--- src/hdl/tcp_op_pkg.sv ---
// ----------------------------------------------------------------------------
// TCP option parser package
// Parse phases, event codes, option kinds and the result record shared by
// the parser modules.
// ----------------------------------------------------------------------------
package tcp_op_pkg;

    typedef enum logic [1:0] {
        PH_KIND = 2'd0,
        PH_LEN  = 2'd1,
        PH_BODY = 2'd2,
        PH_STOP = 2'd3
    } phase_t;

    typedef enum logic [3:0] {
        EV_EOL     = 4'd0,
        EV_NOP     = 4'd1,
        EV_MSS     = 4'd2,
        EV_WSCALE  = 4'd3,
        EV_SACKOK  = 4'd4,
        EV_SACK    = 4'd5,
        EV_TS      = 4'd6,
        EV_UNKNOWN = 4'd7,
        EV_BADLEN  = 4'd8,
        EV_NOLEN   = 4'd9,
        EV_LENLT2  = 4'd10,
        EV_OVERRUN = 4'd11
    } event_t;

    localparam logic [7:0] KIND_EOL    = 8'd0;
    localparam logic [7:0] KIND_NOP    = 8'd1;
    localparam logic [7:0] KIND_MSS    = 8'd2;
    localparam logic [7:0] KIND_WSCALE = 8'd3;
    localparam logic [7:0] KIND_SACKOK = 8'd4;
    localparam logic [7:0] KIND_SACK   = 8'd5;
    localparam logic [7:0] KIND_TS     = 8'd8;

    localparam logic [7:0] LEN_MIN    = 8'd2;
    localparam logic [7:0] LEN_MSS    = 8'd4;
    localparam logic [7:0] LEN_WSCALE = 8'd3;
    localparam logic [7:0] LEN_SACKOK = 8'd2;
    localparam logic [7:0] LEN_TS     = 8'd10;

    typedef struct packed {
        logic [7:0] opt_byte;
        logic       last_byte;
    } byte_t;

    typedef struct packed {
        event_t      event_code;
        logic [7:0]  option_kind;
        logic [7:0]  option_length;
        logic [31:0] value_first;
        logic [31:0] value_second;
        logic        ends_parse;
    } result_t;

    // Classify a completed option from its kind, length and captured body.
    function automatic result_t finish_option(input logic [7:0] kind,
                                              input logic [7:0] len,
                                              input logic [63:0] cap,
                                              input logic last);
        result_t r;
        r.event_code    = EV_UNKNOWN;
        r.option_kind   = kind;
        r.option_length = len;
        r.value_first   = '0;
        r.value_second  = '0;
        r.ends_parse    = last;
        case (kind)
            KIND_MSS:
            begin
                if (len == LEN_MSS)
                begin
                    r.event_code  = EV_MSS;
                    r.value_first = {16'd0, cap[15:0]};
                end
                else
                begin
                    r.event_code = EV_BADLEN;
                end
            end
            KIND_WSCALE:
            begin
                if (len == LEN_WSCALE)
                begin
                    r.event_code  = EV_WSCALE;
                    r.value_first = {24'd0, cap[7:0]};
                end
                else
                begin
                    r.event_code = EV_BADLEN;
                end
            end
            KIND_SACKOK:
            begin
                r.event_code = (len == LEN_SACKOK) ? EV_SACKOK : EV_BADLEN;
            end
            KIND_SACK:
            begin
                r.event_code = EV_SACK;
            end
            KIND_TS:
            begin
                if (len == LEN_TS)
                begin
                    r.event_code   = EV_TS;
                    r.value_first  = cap[63:32];
                    r.value_second = cap[31:0];
                end
                else
                begin
                    r.event_code = EV_BADLEN;
                end
            end
            default:
            begin
                r.event_code = EV_UNKNOWN;
            end
        endcase
        return r;
    endfunction

endpackage

--- src/hdl/tcp_op_byte_if.sv ---
// ----------------------------------------------------------------------------
// Option byte channel
// Valid/ready channel carrying one byte of the option area and its end flag.
// ----------------------------------------------------------------------------
interface tcp_op_byte_if;
    logic       valid;
    logic       ready;
    logic [7:0] opt_byte;
    logic       last_byte;

    modport source (output valid, output opt_byte, output last_byte, input ready);
    modport sink   (input valid, input opt_byte, input last_byte, output ready);
endinterface

--- src/hdl/tcp_op_event_if.sv ---
// ----------------------------------------------------------------------------
// Option event channel
// Valid/ready channel carrying one parsed option event.
// ----------------------------------------------------------------------------
interface tcp_op_event_if;
    logic        valid;
    logic        ready;
    logic [3:0]  event_code;
    logic [7:0]  option_kind;
    logic [7:0]  option_length;
    logic [31:0] value_first;
    logic [31:0] value_second;
    logic        ends_parse;

    modport source (output valid, output event_code, output option_kind,
                    output option_length, output value_first, output value_second,
                    output ends_parse, input ready);
    modport sink   (input valid, input event_code, input option_kind,
                    input option_length, input value_first, input value_second,
                    input ends_parse, output ready);
endinterface

--- src/hdl/tcp_op_in_reg.sv ---
// ----------------------------------------------------------------------------
// Input register
// Captures one option byte item and holds it until the parser consumes it.
// ----------------------------------------------------------------------------
module tcp_op_in_reg
    import tcp_op_pkg::*;
(
    input  logic          clk,
    input  logic          rst_n,
    tcp_op_byte_if.sink   opt_stream,
    input  logic          take,
    output logic          valid,
    output byte_t         data
);

    logic  valid_reg;
    logic  valid_next;
    byte_t data_reg;
    logic  accept;

    assign opt_stream.ready = !valid_reg || take;
    assign accept           = opt_stream.valid && opt_stream.ready;

    always_comb
    begin
        valid_next = valid_reg;
        if (accept)
        begin
            valid_next = 1'b1;
        end
        else if (take)
        begin
            valid_next = 1'b0;
        end
    end

    always_ff @(posedge clk or negedge rst_n)
    begin
        if (!rst_n)
        begin
            valid_reg <= 1'b0;
        end
        else
        begin
            valid_reg <= valid_next;
        end
    end

    always_ff @(posedge clk)
    begin
        if (accept)
        begin
            data_reg <= '{opt_byte: opt_stream.opt_byte, last_byte: opt_stream.last_byte};
        end
    end

    assign valid = valid_reg;
    assign data  = data_reg;

endmodule

--- src/hdl/tcp_op_parse.sv ---
// ----------------------------------------------------------------------------
// Option parse stage
// Holds the parse phase, kind, length, body count and body capture, and
// decodes each byte into at most one event.
// ----------------------------------------------------------------------------
module tcp_op_parse
    import tcp_op_pkg::*;
(
    input  logic    clk,
    input  logic    rst_n,
    input  logic    byte_valid,
    input  byte_t   byte_data,
    input  logic    space,
    output logic    take,
    output logic    res_load,
    output result_t res
);

    phase_t      phase_reg, phase_next;
    logic [7:0]  kind_reg, kind_next;
    logic [7:0]  len_reg, len_next;
    logic [7:0]  count_reg, count_next;
    logic [63:0] cap_reg, cap_next;
    logic        has_res;
    logic [7:0]  b;
    logic        last;

    assign b    = byte_data.opt_byte;
    assign last = byte_data.last_byte;
    assign take = byte_valid && space;

    always_comb
    begin
        phase_next = phase_reg;
        kind_next  = kind_reg;
        len_next   = len_reg;
        count_next = count_reg;
        cap_next   = cap_reg;
        has_res    = 1'b0;
        res        = '{event_code: EV_EOL, option_kind: 8'd0, option_length: 8'd0,
                       value_first: 32'd0, value_second: 32'd0, ends_parse: 1'b0};
        case (phase_reg)
            PH_KIND:
            begin
                if (b == KIND_EOL)
                begin
                    has_res        = 1'b1;
                    res.ends_parse = 1'b1;
                    phase_next     = last ? PH_KIND : PH_STOP;
                end
                else if (b == KIND_NOP)
                begin
                    has_res         = 1'b1;
                    res.event_code  = EV_NOP;
                    res.option_kind = b;
                    res.ends_parse  = last;
                end
                else if (last)
                begin
                    has_res         = 1'b1;
                    res.event_code  = EV_NOLEN;
                    res.option_kind = b;
                    res.ends_parse  = 1'b1;
                end
                else
                begin
                    kind_next  = b;
                    len_next   = 8'd0;
                    phase_next = PH_LEN;
                end
            end
            PH_LEN:
            begin
                len_next   = b;
                count_next = 8'd0;
                cap_next   = 64'd0;
                if (b < LEN_MIN)
                begin
                    has_res           = 1'b1;
                    res.event_code    = EV_LENLT2;
                    res.option_kind   = kind_reg;
                    res.option_length = b;
                    res.ends_parse    = 1'b1;
                    phase_next        = last ? PH_KIND : PH_STOP;
                end
                else if (b == LEN_MIN)
                begin
                    has_res    = 1'b1;
                    res        = finish_option(kind_reg, b, 64'd0, last);
                    phase_next = PH_KIND;
                end
                else if (last)
                begin
                    has_res           = 1'b1;
                    res.event_code    = EV_OVERRUN;
                    res.option_kind   = kind_reg;
                    res.option_length = b;
                    res.ends_parse    = 1'b1;
                    phase_next        = PH_KIND;
                end
                else
                begin
                    phase_next = PH_BODY;
                end
            end
            PH_BODY:
            begin
                cap_next   = {cap_reg[55:0], b};
                count_next = count_reg + 8'd1;
                // The body is complete once count plus the two header bytes
                // reaches the length byte.
                if (({1'b0, count_next} + 9'd2) >= {1'b0, len_reg})
                begin
                    has_res    = 1'b1;
                    res        = finish_option(kind_reg, len_reg, cap_next, last);
                    phase_next = PH_KIND;
                end
                else if (last)
                begin
                    has_res           = 1'b1;
                    res.event_code    = EV_OVERRUN;
                    res.option_kind   = kind_reg;
                    res.option_length = len_reg;
                    res.ends_parse    = 1'b1;
                    phase_next        = PH_KIND;
                end
            end
            PH_STOP:
            begin
                if (last)
                begin
                    phase_next = PH_KIND;
                end
            end
            default:
            begin
                phase_next = PH_KIND;
            end
        endcase
    end

    assign res_load = take && has_res;

    always_ff @(posedge clk or negedge rst_n)
    begin
        if (!rst_n)
        begin
            phase_reg <= PH_KIND;
            kind_reg  <= 8'd0;
            len_reg   <= 8'd0;
            count_reg <= 8'd0;
            cap_reg   <= 64'd0;
        end
        else if (take)
        begin
            phase_reg <= phase_next;
            kind_reg  <= kind_next;
            len_reg   <= len_next;
            count_reg <= count_next;
            cap_reg   <= cap_next;
        end
    end

endmodule

--- src/hdl/tcp_op_out_reg.sv ---
// ----------------------------------------------------------------------------
// Result register
// Holds one event until the downstream side takes it.
// ----------------------------------------------------------------------------
module tcp_op_out_reg
    import tcp_op_pkg::*;
(
    input  logic           clk,
    input  logic           rst_n,
    input  logic           load,
    input  result_t        res,
    output logic           space,
    tcp_op_event_if.source evt_stream
);

    logic    valid_reg;
    logic    valid_next;
    result_t res_reg;

    assign space = !valid_reg || evt_stream.ready;

    always_comb
    begin
        valid_next = valid_reg;
        if (load)
        begin
            valid_next = 1'b1;
        end
        else if (evt_stream.ready)
        begin
            valid_next = 1'b0;
        end
    end

    always_ff @(posedge clk or negedge rst_n)
    begin
        if (!rst_n)
        begin
            valid_reg <= 1'b0;
        end
        else
        begin
            valid_reg <= valid_next;
        end
    end

    always_ff @(posedge clk)
    begin
        if (load)
        begin
            res_reg <= res;
        end
    end

    assign evt_stream.valid         = valid_reg;
    assign evt_stream.event_code    = res_reg.event_code;
    assign evt_stream.option_kind   = res_reg.option_kind;
    assign evt_stream.option_length = res_reg.option_length;
    assign evt_stream.value_first   = res_reg.value_first;
    assign evt_stream.value_second  = res_reg.value_second;
    assign evt_stream.ends_parse    = res_reg.ends_parse;

endmodule

--- src/hdl/tcp_option_parser_core.sv ---
// ----------------------------------------------------------------------------
// TCP option parser core
// Streaming parser of the TCP option area, one byte per item.
// ----------------------------------------------------------------------------
// The block takes one option byte per clock cycle while the event output does
// not stall, and emits at most one event per byte. A byte passes through the
// input register and its event through the result register, with the phase
// and option decode between them. A stalled event output holds the parser,
// and the input register keeps accepting until both registers are full.
module tcp_option_parser_core
    import tcp_op_pkg::*;
(
    input  logic           clk,
    input  logic           rst_n,
    tcp_op_byte_if.sink    opt_stream,
    tcp_op_event_if.source evt_stream
);

    logic    byte_valid;
    byte_t   byte_data;
    logic    take;
    logic    space;
    logic    res_load;
    result_t res;

    tcp_op_in_reg u_in_reg (
        .clk        (clk),
        .rst_n      (rst_n),
        .opt_stream (opt_stream),
        .take       (take),
        .valid      (byte_valid),
        .data       (byte_data)
    );

    tcp_op_parse u_parse (
        .clk        (clk),
        .rst_n      (rst_n),
        .byte_valid (byte_valid),
        .byte_data  (byte_data),
        .space      (space),
        .take       (take),
        .res_load   (res_load),
        .res        (res)
    );

    tcp_op_out_reg u_out_reg (
        .clk        (clk),
        .rst_n      (rst_n),
        .load       (res_load),
        .res        (res),
        .space      (space),
        .evt_stream (evt_stream)
    );

endmodule

--- src/flat_wrapper.sv ---
// flat-port wrapper written by rule: the top's interface ports become plain ports
module tcp_option_parser_core_flat import tcp_op_pkg::*;
  (clk, rst_n, opt_stream_valid, opt_stream_opt_byte, opt_stream_last_byte, opt_stream_ready, evt_stream_valid, evt_stream_event_code, evt_stream_option_kind, evt_stream_option_length, evt_stream_value_first, evt_stream_value_second, evt_stream_ends_parse, evt_stream_ready);
  tcp_op_byte_if opt_stream_i ();
  tcp_op_event_if evt_stream_i ();
  input  logic clk;
  input  logic rst_n;
  input wire logic [$bits(opt_stream_i.valid)-1:0] opt_stream_valid;
  input wire logic [$bits(opt_stream_i.opt_byte)-1:0] opt_stream_opt_byte;
  input wire logic [$bits(opt_stream_i.last_byte)-1:0] opt_stream_last_byte;
  output wire logic [$bits(opt_stream_i.ready)-1:0] opt_stream_ready;
  output wire logic [$bits(evt_stream_i.valid)-1:0] evt_stream_valid;
  output wire logic [$bits(evt_stream_i.event_code)-1:0] evt_stream_event_code;
  output wire logic [$bits(evt_stream_i.option_kind)-1:0] evt_stream_option_kind;
  output wire logic [$bits(evt_stream_i.option_length)-1:0] evt_stream_option_length;
  output wire logic [$bits(evt_stream_i.value_first)-1:0] evt_stream_value_first;
  output wire logic [$bits(evt_stream_i.value_second)-1:0] evt_stream_value_second;
  output wire logic [$bits(evt_stream_i.ends_parse)-1:0] evt_stream_ends_parse;
  input wire logic [$bits(evt_stream_i.ready)-1:0] evt_stream_ready;
  assign opt_stream_i.valid = opt_stream_valid;
  assign opt_stream_i.opt_byte = opt_stream_opt_byte;
  assign opt_stream_i.last_byte = opt_stream_last_byte;
  assign opt_stream_ready = opt_stream_i.ready;
  assign evt_stream_valid = evt_stream_i.valid;
  assign evt_stream_event_code = evt_stream_i.event_code;
  assign evt_stream_option_kind = evt_stream_i.option_kind;
  assign evt_stream_option_length = evt_stream_i.option_length;
  assign evt_stream_value_first = evt_stream_i.value_first;
  assign evt_stream_value_second = evt_stream_i.value_second;
  assign evt_stream_ends_parse = evt_stream_i.ends_parse;
  assign evt_stream_i.ready = evt_stream_ready;
  tcp_option_parser_core u_core (.clk(clk), .rst_n(rst_n), .opt_stream(opt_stream_i), .evt_stream(evt_stream_i));
endmodule
--- config.mk ---
export PLATFORM = sky130hd
export DESIGN_NAME = tcp_option_parser_core_flat
export DESIGN_NICKNAME = d
export VERILOG_FILES = /design/src/hdl/tcp_op_pkg.sv /design/src/hdl/tcp_op_byte_if.sv /design/src/hdl/tcp_op_event_if.sv /design/src/hdl/tcp_op_in_reg.sv /design/src/hdl/tcp_op_parse.sv /design/src/hdl/tcp_op_out_reg.sv /design/src/hdl/tcp_option_parser_core.sv /design/src/flat_wrapper.sv
export SDC_FILE = /design/constraint.sdc
export NUM_CORES = 1
export LEC_CHECK = 0
export BUFFER_PORTS_ARGS = -buffer_cell sky130_fd_sc_hd__buf_2
export CAP_MARGIN = 20
export CORE_MARGIN = 3
export CORE_UTILIZATION = 40
export DETAILED_ROUTE_END_ITERATION = 10
export SYNTH_ARGS = -nofsm -noshare
export SYNTH_HDL_FRONTEND = slang
export SYNTH_HIERARCHICAL = 1
export SYNTH_SLANG_ARGS = --single-unit
--- constraint.sdc ---
create_clock -name clk -period 17.7 [get_ports clk]
set_input_delay 2.655 -clock clk [delete_from_list [all_inputs] [get_ports clk]]
set_output_delay 2.655 -clock clk [all_outputs]
set_load 0.005 [all_outputs]
==> impl_results.md <==
- Largest net degree at the start of global routing: 67
- Most area-consuming cells after synthesis: edfxtp_1, dfrtp_1, a22o_1
- Die Height: 147 um
- Worst Setup End Kind: primary output
- Max cap viols: 0
- Pwr/cell area: ~150 nW/um^2
- Core area: 19000 um^2
- Grt ovf: 0
- Cell count after placement: 956
- Worst hold margin: 0.496 ns
- WS Path Type: in -> out
- Status: completed
- Max Clk Rate: around 160 MHz
- Tcrit/Tclk final: 36.3%
- Resized cells post-CTS: 0
- Leakage: 3.75 nW
- WL per Instance: about 19 um
- Final Worst Setup Slack: about 11 ns
- Placed inst area: approximately 8600 um^2
- Number of buffers created by CTS: 17
- EDFF count, synth: 94
- Max FO, Critical Path: 6
- Clock skew: roughly 0.009 ns
- Slew HR: 40.8%
- H-tree depth: 4
- Cell Area, Synth: 7900 um^2
- N_diodes: 0
- Flops & latches, synth: 178
- Fraction of layout instances using a drive strength above 1: 21.6%
- Worst path required time: ~15 ns
- Post-CTS Setup Bufs: 0
- Final setup viols: 0
- DR pass1 iterations: 5
- Routability cong.: about 0.85
- Sink Count: 178
- Via count: 5579
- Routed wire length: 18600 um
- Placed wire-length estimate: 12300 um
- Cell Rows: 50
- Place WS: 11.28 ns
- Clock latency at the later pin of the worst-skew pair: 0.43 ns
- Peak supply drop: between 70 and 80 uV
- Top-area cell type share of the netlist area: 35.7%
- First-pass GRT wire length: a little under 30000 um
- RSZ-0062 raised after global routing: no
- Mean Syn Cell Area: 12.5 um^2
- Post-synth ARST share: a little under half
- Vias/cell: between 5 and 6
- DRC: 0
- Worst-path clk slew: 0.07 ns
- Detailed router's first-iteration violation count: slightly above 500
- Critical path launch point type: input port
- Yosys warning total: 6
- Setup TNS: 0 ns
- Final cell count without fillers: 988
- Die Width: 147 um
- Max reg flops: 56
- Syn Inst Count: ~630
- Hold-fix buffers at CTS: 0
- All-layer global routing usage: 17.3%
- Vias in the first global route: 5375
- Final hold vios: 0
- Worst-Margin Slew: 0.881 ns
- Initial core utilization: 41.5%
- Initial antenna violation count: 0
- TritonCTS clock tree: built
- Root buf cell: clkbuf_16
- Nets: about 740
- Most common flop cell mapped by yosys: edfxtp_1
- I/O pin cnt: 100
- Sequential share of the synthesized area: 62.4%
- Yosys top cell by area: edfxtp_1
- Minimum clock period: 6.42 ns
- Clock buffer depth: 2
- Die ar.: 21500 um^2
- Worst Path Arrival: 3.76 ns
- Antenna-violating nets left: 0
- Fill cells: 1737
- Post-route cell area: 9200 um^2
- Final Max Tran Viols: 0
- Mapped Nets: 660
- PortBufs: a little under 100
- Layout area overhead: 16.4%
- Library cells used by synthesis: 66
- Min-Delay Path Class: reg -> reg
==> layout make-up <==
type | instances | area, um^2 | share of cell area (%)
sequential | 178 | 4920 | 53.6
tap | 260 | 325 | 3.54
clock inverter | 13 | 130 | 1.41
clock buffer | 19 | 433 | 4.71
inverter | 17 | 63.8 | 0.694
multi-input combinational | 395 | 2770 | 30.1
timing repair buffer | 106 | 551 | 5.99
==> logic make-up (layout without fill, tap and decap cells) <==
family / count (synthesis) / count (layout) / share of synthesized area [%]
AOI/OAI and AO/OA: 168 / 168 / 16.6
muxes: 8 / 8 / 1.14
adders and majority gates: 15 / 15 / 2.38
xor gates and xnor gates: 10 / 10 / 1.11
DFF: 178 / 178 / 62.4
buffers and inverters: 59 / 155 / 3.01
and+or+nand+nor: 194 / 194 / 13.4
==> layer usage <==
metal  track usage [%]  up-vias  part of all wire (%)
met1              23.9     2778                    46
met3              4.56       34                   6.7
li1                  -     2538                     -
met4              6.77        0                   2.2
met2              26.3      229                    45
met5                 0        -                     0
==> report_power, final <==
| group | internal, mW | switching (mW) | total [mW] |
|---|---|---|---|
| clock | 0.197 | 0.164 | 0.360 |
| sequential | 0.566 | 0.0653 | 0.631 |
| combinational | 0.142 | 0.251 | 0.393 |
==> worst max-delay path, stage by stage <==
cell and delay [ns]:
buf_2 0.10, nand2b_4 0.13, nand2_1 0.28, clkinv_1 0.27, nand2b_4 0.21, buf_2 0.12
==> path summary, 6_finish.rpt <==
check,from,endpoint,slack [ns],depth (start not counted)
min in group asynchronous,rst_n,u_core/u_parse/count_reg[6],2.10,1
setup / recovery,evt_stream_ready,opt_stream_ready,11.28,6
max in group asynchronous,rst_n,u_core/u_parse/cap_reg[43],14.45,2
setup reg to reg,u_core/u_parse/count_reg[0],u_core/u_out_reg/evt_stream.valid,13.24,14
hold reg to reg,u_core/u_parse/cap_reg[55],u_core/u_parse/cap_reg[55],0.50,1
hold / removal,u_core/u_parse/cap_reg[55],u_core/u_parse/cap_reg[55],0.50,1
==> synth_stat cells, types with 9 or more instances <==
master     n
a21oi_1   11
o21ai_0   26
ha_1      15
a22o_1    69
xnor2_1    9
clkbuf_1  30
dfrtp_1   84
and2_1    51
nor2_1    38
edfxtp_1  94
inv_1     16
a22oi_1   16
nand2_1   43
==> per-stage QoR <==
stage | util (%) | power, mW
6_report | 48.4 | 1.38
5_1_grt | 48.4 | 1.46
4_1_cts | 48.4 | 1.40
3_5_place_dp | 45.4 | 1.03
3_3_place_gp | 45.4 | 1.02
2_1_floorplan | - | 0.883
==> cells in the final DEF, fill, tap and decap left out, types with 9 or more instances in the layout <==
cell	n
dfrtp_1	84
xnor2_1	9
ha_1	15
nand2_1	42
o21ai_0	26
a22o_1	69
clkbuf_16	17
inv_1	16
edfxtp_1	94
nor2_1	37
buf_2	98
a22oi_1	16
a21oi_1	11
and2_1	51
Power figures use the tool's default switching activity.
